--- src/hdl/edfs_rem.sv ---
// Bit-serial remainder unit: 64-bit dividend modulo 32-bit divisor.
`default_nettype none
module edfs_rem (
	input  wire logic        clk,
	input  wire logic        arst_n,
	input  wire logic        start,
	input  wire logic [63:0] dividend,
	input  wire logic [31:0] divisor,
	output logic             done,
	output logic [31:0]      rem
);
	logic [63:0] num_q;
	logic [32:0] rem_q;
	logic [31:0] div_q;
	logic [6:0]  cnt_q;
	logic        busy_q;
	logic [32:0] shifted;
	logic [32:0] diff;

	assign shifted = {rem_q[31:0], num_q[63]};
	assign diff    = shifted - {1'b0, div_q};
	assign rem     = rem_q[31:0];

	always_ff @(posedge clk or negedge arst_n) begin
		if (!arst_n) begin
			busy_q <= 1'b0;
			done   <= 1'b0;
			cnt_q  <= '0;
		end else begin
			done <= 1'b0;
			if (start) begin
				busy_q <= 1'b1;
				cnt_q  <= '0;
				num_q  <= dividend;
				div_q  <= divisor;
				rem_q  <= '0;
			end else if (busy_q) begin
				num_q <= {num_q[62:0], 1'b0};
				rem_q <= diff[32] ? shifted : diff;
				cnt_q <= cnt_q + 7'd1;
				if (cnt_q == 7'd63) begin
					busy_q <= 1'b0;
					done   <= 1'b1;
				end
			end
		end
	end
endmodule
`default_nettype wire

--- config.mk ---
export PLATFORM = sky130hd
export DESIGN_NAME = edfs_rem
export DESIGN_NICKNAME = d
export VERILOG_FILES = /design/src/hdl/edfs_rem.sv
export SDC_FILE = /design/constraint.sdc
export NUM_CORES = 1
export LEC_CHECK = 0
export BUFFER_PORTS_ARGS = -buffer_cell sky130_fd_sc_hd__clkbuf_2
export CORE_MARGIN = 2
export CORE_UTILIZATION = 50
export CTS_CLUSTER_DIAMETER = 60
export DETAILED_ROUTE_END_ITERATION = 8
export PLACE_DENSITY = 0.82
export SETUP_SLACK_MARGIN = 0.1
export SLEW_MARGIN = 0
export SYNTH_ARGS = -nofsm -noshare
export SYNTH_HDL_FRONTEND = slang
export SYNTH_SLANG_ARGS = --single-unit
--- constraint.sdc ---
create_clock -name clk -period 9.75 [get_ports clk]
set_input_delay 0.4875 -clock clk [delete_from_list [all_inputs] [get_ports clk]]
set_output_delay 0.4875 -clock clk [all_outputs]
set_load 0.005 [all_outputs]
==> results of run 1 <==
[registers in the layout, indices dropped and copies added, names as in the netlist]
name / flops
busy_q: 1
rem_q: 32
done: 1
cnt_q: 7
div_q: 32
num_q: 64
[cells by family (layout without fill, tap and decap cells)]
family	after synthesis	count (layout)	share of synthesized area
xor gates and xnor gates	34	34	0.0418
adders and majority gates	34	34	0.0572
DFF	137	137	0.537
AOI/OAI and AO/OA	124	124	0.108
buffers and inverters	60	205	0.0326
muxes	84	84	0.122
and+or+nand+nor	160	160	0.102
[through the flow]
step	cell area (um^2)	hold WS, ps	utilization
after global placement	8410	529	0.574
after global routing	8960	191	0.612
after CTS	8960	160	0.612
after floorplan	7570	192	-
after detailed placement	8410	534	0.574
final	8960	171	0.612
[critical path, stage by stage (launching register included)]
cell and delay, ps:
sky130_fd_sc_hd__edfxtp_1 340, sky130_fd_sc_hd__inv_1 50, sky130_fd_sc_hd__ha_1 210, sky130_fd_sc_hd__fa_1 400, sky130_fd_sc_hd__nand2b_1 190, sky130_fd_sc_hd__a21oi_2 180, sky130_fd_sc_hd__o22ai_1 180, sky130_fd_sc_hd__o31ai_4 320
sky130_fd_sc_hd__nand3_2 120, sky130_fd_sc_hd__a41o_4 310, sky130_fd_sc_hd__xnor2_4 430, sky130_fd_sc_hd__buf_4 460, sky130_fd_sc_hd__mux2i_1 240, sky130_fd_sc_hd__a211oi_1 90
[power breakdown]
group	internal [mW]	total, mW	switching [mW]
registers	0.721	0.763	0.0415
clock network	0.351	0.602	0.251
logic	0.240	0.518	0.278
total	1.31	1.88	0.571
[routing by layer]
metal	vias up	global-route usage	share of wire	wire length [um]
met5	-	0	0	0
met4	0	0.0756	0.020	314
met3	25	0.0716	0.081	1250
met2	159	0.330	0.48	7410
met1	2467	0.237	0.42	6500
li1	2614	-	-	-
[cells in the final DEF (no fill, tap or decap), types with 5 or more instances in the layout]
cell	Yosys	layout
sky130_fd_sc_hd__clkbuf_2	0	130
sky130_fd_sc_hd__edfxtp_1	128	128
sky130_fd_sc_hd__mux2_2	64	64
sky130_fd_sc_hd__nor2_1	51	51
sky130_fd_sc_hd__nand2_1	44	44
sky130_fd_sc_hd__a21oi_1	40	40
sky130_fd_sc_hd__inv_1	37	37
sky130_fd_sc_hd__ha_1	33	33
sky130_fd_sc_hd__a211oi_1	22	22
sky130_fd_sc_hd__o21ai_0	21	21
sky130_fd_sc_hd__xnor2_1	20	20
sky130_fd_sc_hd__mux2i_1	20	20
sky130_fd_sc_hd__clkbuf_16	0	17
sky130_fd_sc_hd__xor2_1	13	13
sky130_fd_sc_hd__o211ai_1	10	10
sky130_fd_sc_hd__nand3_1	10	10
sky130_fd_sc_hd__dfrtp_1	9	9
sky130_fd_sc_hd__a21o_1	7	7
sky130_fd_sc_hd__nand2b_1	7	7
sky130_fd_sc_hd__nor2b_1	8	7
sky130_fd_sc_hd__buf_4	1	7
sky130_fd_sc_hd__and3_1	6	6
sky130_fd_sc_hd__nor4_1	6	6
sky130_fd_sc_hd__nand4_1	5	5
sky130_fd_sc_hd__nor3b_1	5	5
sky130_fd_sc_hd__or3_1	5	5
[how the worst max path moves through the flow]
stage	from	end
final	num_q[63]$_DFFE_PP_	rem_q[12]$_SDFFCE_PP0P_
after global routing	num_q[63]$_DFFE_PP_	rem_q[22]$_SDFFCE_PP0P_
after CTS	num_q[63]$_DFFE_PP_	rem_q[12]$_SDFFCE_PP0P_
after detailed placement	num_q[63]$_DFFE_PP_	rem_q[12]$_SDFFCE_PP0P_
after global placement	num_q[63]$_DFFE_PP_	rem_q[9]$_SDFFCE_PP0P_
after floorplan	start	num_q[0]$_SDFFCE_PN0P_
[layout make-up]
cell class,count,share of cell area
tap,184,0.0257
clock buffer,18,0.0479
clock inverter,13,0.0136
sequential,137,0.454
timing repair buffer,137,0.0785
multi-input combinational,436,0.364
inverter,37,0.0155
==> summary.txt, run 1 <==
Synth
  • Async SR Flop Fraction: 0.0657
  • Mean Syn Cell Area: 12.0 um^2
  • Post-synthesis instance area: between 7000 and 8000 um^2
  • Most frequently used flop master after synthesis: sky130_fd_sc_hd__edfxtp_1
  • Ranking of synthesized cells by area: sky130_fd_sc_hd__edfxtp_1 (51%), sky130_fd_sc_hd__mux2_2 (9.5%), sky130_fd_sc_hd__ha_1 (5.5%)
  • Synthesis-stage register bit count: 137
  • Top-count cell post-synth: sky130_fd_sc_hd__edfxtp_1
  • Area share of the largest cell type after synthesis: 0.508
  • Gate count of the mapped netlist: 633
  • Number of different library cells in the post-synthesis netlist: between 50 and 60
  • Number of synthesized flops with an enable pin: 128
  • Most numerous cell types in the synthesized netlist: sky130_fd_sc_hd__edfxtp_1 (128), sky130_fd_sc_hd__mux2_2 (64), sky130_fd_sc_hd__nor2_1 (51), sky130_fd_sc_hd__nand2_1 (44), sky130_fd_sc_hd__a21oi_1 (40)
  • Total nets after synthesis: 766
  • Sequential-to-total area share from yosys stat: 0.537
  • Cell accounting for the most synthesized area: sky130_fd_sc_hd__edfxtp_1
  • YS warnings: 0

Setup path
  • Number of cell instances on the worst register-to-register path: 13
  • R2R Path End: rem_q[12]$_SDFFCE_PP0P_
  • Critical path startpoint category: flop
  • Nature of the critical path endpoint: flop
  • Crit path kind: reg2reg
  • Highest fanout seen on the critical path: 31
  • Data arrival time of the critical path: 3940 ps
  • Worst path required time: 9880 ps
  • FF-to-FF Start: num_q[63]$_DFFE_PP_
  • Setup slack, reg-to-reg: 5940 ps

Clocking
  • Number of buffers added to fix hold violations after cts: 0
  • H-tree depth: 4
  • Max Buffers Root-to-Sink: 2
  • Later-pin clock latency in the skew report: 420 ps
  • Clock Sinks: approximately 140
  • Number of buffers created by CTS: 17
  • Cell chosen for the clock root: sky130_fd_sc_hd__clkbuf_16
  • Resized cells post-CTS: 0
  • TritonCTS clock tree: done
  • Post-CTS setup repair buffer count: 0
  • Clock input transition at the sequential cells of the worst setup and hold paths: 60 ps

Timing
  • Highest Clock Rate: 262 MHz
  • Pins Over Slew Limit: 0
  • Final setup violation count: 0
  • Fin. Hold Viols: 0
  • Setup Total Neg Slack: 0 ps
  • Post-layout min period: between 3000 and 4000 ps
  • Setup Skew: 10.5 ps
  • Slew HR: 0.302
  • Unrepaired setup endpoints after global routing: no
  • Least-Margin Pin Slew: 1050 ps
  • Period utilization: 0.391
  • Least setup slack across all paths after layout: between 5000 and 6000 ps

Finish
  • Non-filler cells, final: 962
  • Multi-input logic area: approximately 3300 um^2
  • Diode count: 0
  • Relative area change from synthesis to final layout: 18.3%
  • Layout fillers: between 1000 and 1500
  • Sequential cell area: around 4000 um^2
  • # nets final: roughly 900
  • Fraction of layout cells with a size suffix above 1: 0.308

Place
  • IO Port Bufs: roughly 130
  • Routability Congestion: 0.895
  • Worst slack after detailed placement: 5900 ps
  • Cells after DPL: 931
  • HPWL after detailed placement: 10900 um

Global route
  • Number of antenna violations at the first check in global routing: 0
  • Global-route wire length before repair: 25200 um
  • Pin count of the biggest net entering global routing: 65
  • Overflow after GRT: 0
  • Via count of the first global-routing pass: 5365
  • Overall track demand over capacity in global routing: 0.198

Detailed routing
  • Drt pass-1 iters: 4
  • Average wire length per cell after detail routing: 16.1 um
  • Initial DRC count: 395
  • Via density: approximately 5.5
  • Post-route DRC violation count: 0
  • Routed Wire Length: between 15000 and 20000 um
  • Number of nets still failing antenna checks after routing: 0
  • Total vias in the final route: 5265

Flow run
  • Max-cap violations: 0

Power
  • Total power: 1.88 mW
  • Power density over the cells: 210 nW/um^2
  • Leakage power of the design: 3.67 nW
  • Worst VDD drop: 142 uV

Hold path
  • Tightest Hold Check Type: in2async

Floorplanning
  • Number of cell rows: 44
  • Starting density of the core: 0.517
  • Overall die area: 16100 um^2
  • Core area: ~15000 um^2
  • Die span in y: about 130 um
  • Number of top-level pins: 132
  • Die Width: 127 um

Outcome
  • Status: completed
Power figures use the tool's default switching activity.
==> run 2, diff against run 1 <==
clock period = 3.9 ns   (was 9.75 ns; I/O delays follow)
==> run 2 against run 1 <==
Largest cell class unchanged. Wire length is 5.9% higher. Highest routed layer unchanged. Register-to-register slack worse by 5600 ps. Fmax is 8.2% higher. Largest power group unchanged. Non-clock buffer count is 33 higher. Via count is 3.7% higher.
==> summary.txt, run 2 (synthesized netlist as in run 1, its figures left out) <==
Finish
  • Leading registers by flop count: num_q: 64 flops, div_q: 32 flops, rem_q: 32 flops (unchanged)
  • Sequential cell area: 4070 um^2 (unchanged)
  • Diode count: 0 (unchanged)
  • Non-filler cells, final: 996 (was 962)
  • Flip-flop count of the largest register, all copies and words added: 64 (unchanged)
  • Fraction of layout cells with a size suffix above 1: 0.298 (was 0.308)
  • # nets final: 932 (was 899)
  • Highest-count cells in the layout ignoring fill and taps: sky130_fd_sc_hd__clkbuf_2 (130), sky130_fd_sc_hd__edfxtp_1 (128), sky130_fd_sc_hd__mux2_2 (64), sky130_fd_sc_hd__nor2_1 (51), sky130_fd_sc_hd__nand2_1 (44) (unchanged)
  • Layout fillers: 1160 (was 1205)
  • Most common library cell in the layout ignoring fill and taps: sky130_fd_sc_hd__clkbuf_2 (unchanged)
  • Multi-input logic area: 3260 um^2 (unchanged)
  • Relative area change from synthesis to final layout: 22.8% (was 18.3%)
  • Register containing the most flip-flops in the final layout: num_q (unchanged)

Power
  • Net switching component of the power: 1.46 mW (was 0.571 mW)
  • Sequential fraction of design power: 0.400 (was 0.405)
  • Logic pwr share: 0.279 (was 0.275)
  • Leakage power of the design: 3.83 nW (was 3.67 nW)
  • Worst VDD drop: 367 uV (was 142 uV)
  • Power density over the cells: 513 nW/um^2 (was 210 nW/um^2)
  • Switching power as a share of total power: 0.305 (was 0.303)
  • Cell internal power dissipation: 3.31 mW (was 1.31 mW)
  • Clock network fraction of design power: 0.320 (about the same)

Setup path
  • Worst path required time: 4040 ps (was 9880 ps)
  • Buffer and inverter count on the worst path: 2 (unchanged)
  • Worst path max stage delay: 410 ps (was 460 ps)
  • Critical path startpoint category: flop (unchanged)
  • Crit-path slowest cell: sky130_fd_sc_hd__fa_1 (was sky130_fd_sc_hd__buf_4)
  • CP Cell Sequence: inv_1, ha_1, fa_1, nand2b_1, a21oi_2, o22ai_1, o31ai_4, nand3_2, a41o_4, xnor2_4, buf_4, mux2i_1, a211oi_1 (unchanged)
  • Nature of the critical path endpoint: flop (unchanged)
  • Crit path kind: reg2reg (unchanged)
  • Data arrival time of the critical path: 3660 ps (was 3940 ps)
  • Cell family with most CP delay: compound AO/OA/AOI/OAI gates (unchanged)
  • Highest fanout seen on the critical path: 31 (unchanged)

Detailed routing
  • Initial DRC count: 310 (was 395)
  • Via density: 5.48 (was 5.47)
  • Total vias in the final route: 5460 (was 5265)
  • Drt pass-1 iters: 4 (unchanged)
  • Number of nets still failing antenna checks after routing: 0 (unchanged)
  • Post-route DRC violation count: 0 (unchanged)
  • Average wire length per cell after detail routing: 16.5 um (was 16.1 um)
  • Routed Wire Length: 16400 um (was 15500 um)

Global route
  • Overflow after GRT: 0 (unchanged)
  • Overall track demand over capacity in global routing: 0.210 (was 0.198)
  • Pin count of the biggest net entering global routing: 71 (was 65)
  • Via count of the first global-routing pass: 5451 (was 5365)
  • Global-route wire length before repair: 26800 um (was 25200 um)
  • Number of antenna violations at the first check in global routing: 0 (unchanged)

Floorplanning
  • Overall die area: 16100 um^2 (unchanged)
  • Core area: 14600 um^2 (unchanged)
  • Die span in y: 127 um (unchanged)
  • Number of top-level pins: 132 (unchanged)
  • Die Width: 127 um (unchanged)
  • Starting density of the core: 0.517 (unchanged)
  • Number of cell rows: 44 (unchanged)

Clocking
  • TritonCTS clock tree: done (unchanged)
  • Cell chosen for the clock root: sky130_fd_sc_hd__clkbuf_16 (unchanged)
  • Post-CTS setup repair buffer count: 0 (unchanged)
  • Clock Sinks: 137 (unchanged)
  • H-tree depth: 4 (unchanged)
  • Number of buffers created by CTS: 17 (unchanged)
  • Clock input transition at the sequential cells of the worst setup and hold paths: 60 ps (about the same)
  • Later-pin clock latency in the skew report: 420 ps (about the same)
  • Max Buffers Root-to-Sink: 2 (unchanged)

Place
  • HPWL after detailed placement: 11000 um (was 10900 um)
  • Routability Congestion: 0.912 (was 0.895)
  • IO Port Bufs: 131 (unchanged)
  • Cells after DPL: 932 (was 931)

Hold path
  • Tightest Hold Check Type: in2reg (was in2async)

Timing
  • Slew HR: 0.378 (was 0.302)
  • Least-Margin Pin Slew: 930 ps (was 1050 ps)
  • Period utilization: 0.904 (was 0.391)
  • Setup Total Neg Slack: 0 ps (unchanged)
  • Post-layout min period: 3520 ps (was 3810 ps)
  • Setup Skew: 9.85 ps (was 10.5 ps)
  • Final setup violation count: 0 (unchanged)
  • Highest Clock Rate: 284 MHz (was 262 MHz)
  • Unrepaired setup endpoints after global routing: no (unchanged)
  • Pins Over Slew Limit: 0 (unchanged)
  • Fin. Hold Viols: 0 (unchanged)

Flow run
  • Max-cap violations: 0 (unchanged)

Outcome
  • Status: completed (unchanged)
[run 2: power by group through the flow]
stage	Sequential, mW	Combinational (mW)	Clock [mW]
after CTS	1.91	1.33	1.55
after global placement	1.93	1.27	0
final	1.91	1.33	1.53
after detailed placement	1.94	1.29	0
after global routing	1.93	1.48	1.62
after floorplan	1.91	0.989	0
[run 2: final timing paths]
check | from | to | slack (ps) | cells past startpoint
setup / recovery | num_q[63]$_DFFE_PP_ | rem_q[14]$_SDFFCE_PP0P_ | 380 | 13
hold / removal | dividend[0] | num_q[0]$_SDFFCE_PN0P_ | 70 | 2
setup reg to reg | num_q[63]$_DFFE_PP_ | rem_q[14]$_SDFFCE_PP0P_ | 380 | 13
hold reg to reg | num_q[27]$_DFFE_PP_ | num_q[28]$_DFFE_PP_ | 550 | 1
max in group asynchronous | arst_n | cnt_q[3]$_DFFE_PN0N_ | 3460 | 2
min in group asynchronous | arst_n | cnt_q[6]$_DFFE_PN0N_ | 140 | 2
[run 2: per-layer routing]
metal / vias up / GRT usage / share of wire
met2: 168 / 0.351 / 0.48
met4: 0 / 0.0627 / 0.014
met3: 17 / 0.0733 / 0.075
met1: 2585 / 0.259 / 0.43
li1: 2690 / - / -
met5: - / 0 / 0
[run 2: through the flow]
step | instance area, um^2 | total power [mW] | worst slack, ps | hold WS [ps] | utilization
finish | 9300 | 4.77 | 375 | 65.6 | 0.635
floorplan | 7570 | 2.90 | 849 | -101 | -
global placement | 8430 | 3.20 | 547 | 373 | 0.575
global route | 9300 | 5.02 | 170 | 59.0 | 0.635
CTS | 9300 | 4.79 | 355 | 55.0 | 0.635
detailed placement | 8430 | 3.23 | 381 | 374 | 0.575
[run 2: area by class of cell]
class	instances	share of cell area
clock buffers	19	0.0465
clock inverters	13	0.0132
inverters	37	0.0149
multi-input cells	436	0.351
flip-flops and latches	137	0.437
well taps	184	0.0248
repair buffers	170	0.112
[run 2: timing repair]
item                      in CTS  in global routing
hold endpoints to repair      32                  0
resized for setup              0                  0
hold buffers                  32                  0
==> run 3, diff against run 2 <==
PLACE_DENSITY = 0.72   (was 0.82)
==> run 3 against run 2 <==
Global-route usage fell by 0.21 points. Clock power grew 5%. Sequential power about the same. Total power up 1.4%. Core utilization rose by 0.14 points. Count of clock-buffer cells in the layout down 2. Worst hold slack worse by 12 ps. Highest routed layer unchanged.
==> summary.txt, run 3 (synthesized netlist as in run 1, its figures left out) <==
Place
  • IO Port Bufs: 131 (unchanged)
  • Routability Congestion: 0.885 (was 0.912)
  • HPWL after detailed placement: 11100 um (was 11000 um)

Clocking
  • Later-pin clock latency in the skew report: 420 ps (about the same)
  • Clock input transition at the sequential cells of the worst setup and hold paths: 70 ps (was 60 ps)
  • H-tree depth: 4 (unchanged)
  • Max Buffers Root-to-Sink: 2 (unchanged)
  • Resized cells post-CTS: 0 (unchanged)
  • TritonCTS clock tree: done (unchanged)
  • Clock Sinks: 137 (unchanged)
  • Cell chosen for the clock root: sky130_fd_sc_hd__clkbuf_16 (unchanged)
  • Number of buffers created by CTS: 17 (unchanged)

Detailed routing
  • Post-route DRC violation count: 0 (unchanged)
  • Initial DRC count: 278 (was 310)
  • Total vias in the final route: 5505 (was 5460)
  • Drt pass-1 iters: 4 (unchanged)
  • Via density: 5.52 (was 5.48)
  • Number of nets still failing antenna checks after routing: 0 (unchanged)
  • Routed Wire Length: 16100 um (was 16400 um)
  • Average wire length per cell after detail routing: 16.2 um (was 16.5 um)

Setup path
  • Highest fanout seen on the critical path: 25 (was 31)
  • Worst path required time: 4040 ps (about the same)
  • Setup slack, reg-to-reg: 420 ps (was 380 ps)
  • Crit path kind: reg2reg (unchanged)
  • Nature of the critical path endpoint: flop (unchanged)
  • Critical path startpoint category: flop (unchanged)
  • Data arrival time of the critical path: 3620 ps (was 3660 ps)

Floorplanning
  • Number of cell rows: 44 (unchanged)
  • Starting density of the core: 0.517 (unchanged)
  • Die span in y: 127 um (unchanged)
  • Overall die area: 16100 um^2 (unchanged)
  • Core area: 14600 um^2 (unchanged)
  • Number of top-level pins: 132 (unchanged)
  • Die Width: 127 um (unchanged)

Timing
  • Post-layout min period: 3480 ps (was 3520 ps)
  • Period utilization: 0.891 (was 0.904)
  • Final setup violation count: 0 (unchanged)
  • Pins Over Slew Limit: 0 (unchanged)
  • Fin. Hold Viols: 0 (unchanged)
  • Setup Skew: 8.33 ps (was 9.85 ps)
  • Highest Clock Rate: 288 MHz (was 284 MHz)
  • Slew HR: 0.376 (was 0.378)
  • Setup Total Neg Slack: 0 ps (unchanged)
  • Unrepaired setup endpoints after global routing: no (unchanged)
  • Least-Margin Pin Slew: 936 ps (was 930 ps)

Flow run
  • Max-cap violations: 0 (unchanged)

Power
  • Worst VDD drop: 382 uV (was 367 uV)
  • Power density over the cells: 519 nW/um^2 (was 513 nW/um^2)
  • Leakage power of the design: 3.85 nW (was 3.83 nW)
  • Total power: 4.83 mW (was 4.77 mW)

Finish
  • Flip-flop count of the largest register, all copies and words added: 64 (unchanged)
  • # nets final: 933 (was 932)
  • Register containing the most flip-flops in the final layout: num_q (unchanged)
  • Diode count: 0 (unchanged)
  • Multi-input logic area: 3260 um^2 (unchanged)
  • Most common library cell in the layout ignoring fill and taps: sky130_fd_sc_hd__clkbuf_2 (unchanged)
  • Layout fillers: 1156 (was 1160)
  • Fraction of layout cells with a size suffix above 1: 0.301 (was 0.298)
  • Fin util: 0.637 (was 0.635)
  • Highest-count cells in the layout ignoring fill and taps: sky130_fd_sc_hd__clkbuf_2 (130), sky130_fd_sc_hd__edfxtp_1 (128), sky130_fd_sc_hd__mux2_2 (64), sky130_fd_sc_hd__nor2_1 (51), sky130_fd_sc_hd__nand2_1 (44) (unchanged)
  • Sequential cell area: 4070 um^2 (unchanged)
  • Relative area change from synthesis to final layout: 23.1% (was 22.8%)
  • Leading registers by flop count: num_q: 64 flops, div_q: 32 flops, rem_q: 32 flops (unchanged)

Global route
  • Pin count of the biggest net entering global routing: 81 (was 71)
  • Overflow after GRT: 0 (unchanged)
  • Via count of the first global-routing pass: 5717 (was 5451)
  • Number of antenna violations at the first check in global routing: 0 (unchanged)
  • Global-route wire length before repair: 26500 um (was 26800 um)
  • Overall track demand over capacity in global routing: 0.208 (was 0.210)

Hold path
  • Tightest Hold Check Type: in2async (was in2reg)

Outcome
  • Status: completed (unchanged)
[run 3: worst paths after layout]
check,startpoint,end,cells after the start
max in group asynchronous,arst_n,done$_DFF_PN0_,2
max,num_q[63]$_DFFE_PP_,rem_q[19]$_SDFFCE_PP0P_,13
max reg2reg,num_q[63]$_DFFE_PP_,rem_q[19]$_SDFFCE_PP0P_,13
min reg2reg,num_q[27]$_DFFE_PP_,num_q[28]$_DFFE_PP_,1
min in group clk,dividend[0],num_q[0]$_SDFFCE_PN0P_,2
min,arst_n,cnt_q[2]$_DFFE_PN0N_,2
[run 3: power by group]
| group | leakage [nW] | internal [mW] | total (mW) | switching, mW |
|---|---|---|---|---|
| Sequential | 1.37 | 1.80 | 1.91 | 0.107 |
| Clock | 0.291 | 0.906 | 1.60 | 0.695 |
| Combinational | 2.18 | 0.628 | 1.33 | 0.698 |
| Total | 3.85 | 3.34 | 4.83 | 1.50 |
[run 3: layout make-up]
| cell class | instances | area share |
|---|---|---|
| flip-flops and latches | 137 | 0.437 |
| multi-input cells | 436 | 0.350 |
| repair buffers | 171 | 0.111 |
| clock buffers | 17 | 0.0456 |
| well taps | 184 | 0.0247 |
| clock inverters | 15 | 0.0166 |
| inverters | 37 | 0.0149 |
[run 3: critical path, cell delays in order (launching register included)]
cell and delay (ps):
sky130_fd_sc_hd__edfxtp_1 340, sky130_fd_sc_hd__inv_1 50, sky130_fd_sc_hd__ha_1 220, sky130_fd_sc_hd__fa_1 400
sky130_fd_sc_hd__nand2b_1 190, sky130_fd_sc_hd__a21oi_2 180, sky130_fd_sc_hd__o22ai_1 190, sky130_fd_sc_hd__o31ai_4 330
sky130_fd_sc_hd__nand3_2 130, sky130_fd_sc_hd__a41o_4 320, sky130_fd_sc_hd__xnor2_4 130, sky130_fd_sc_hd__buf_4 370
sky130_fd_sc_hd__mux2i_1 250, sky130_fd_sc_hd__a211oi_1 90
[run 3: metal layers]
metal	global-route usage	vias to the layer above	part of all wire
met5	0	-	0
met4	0.0918	0	0.019
met3	0.0708	24	0.071
met2	0.340	156	0.48
met1	0.252	2635	0.43
li1	-	2690	-
[run 3: stage by stage]
step	worst slack (ps)	instance area, um^2	hold slack [ps]	cells
finish	424	9320	54.0	997
global route	184	9320	61.2	997
CTS	398	9320	47.6	997
detailed placement	401	8420	374	933
global placement	528	8420	371	933
floorplan	849	7570	-101	633
[run 3: timing repair]
| action | 4_1_cts | 5_1_grt |
|---|---|---|
| endpoints found under the setup margin | 0 | 0 |
| endpoints found under the hold margin | 32 | 0 |
| hold buffers | 32 | 0 |
| setup buffers | 0 | 0 |
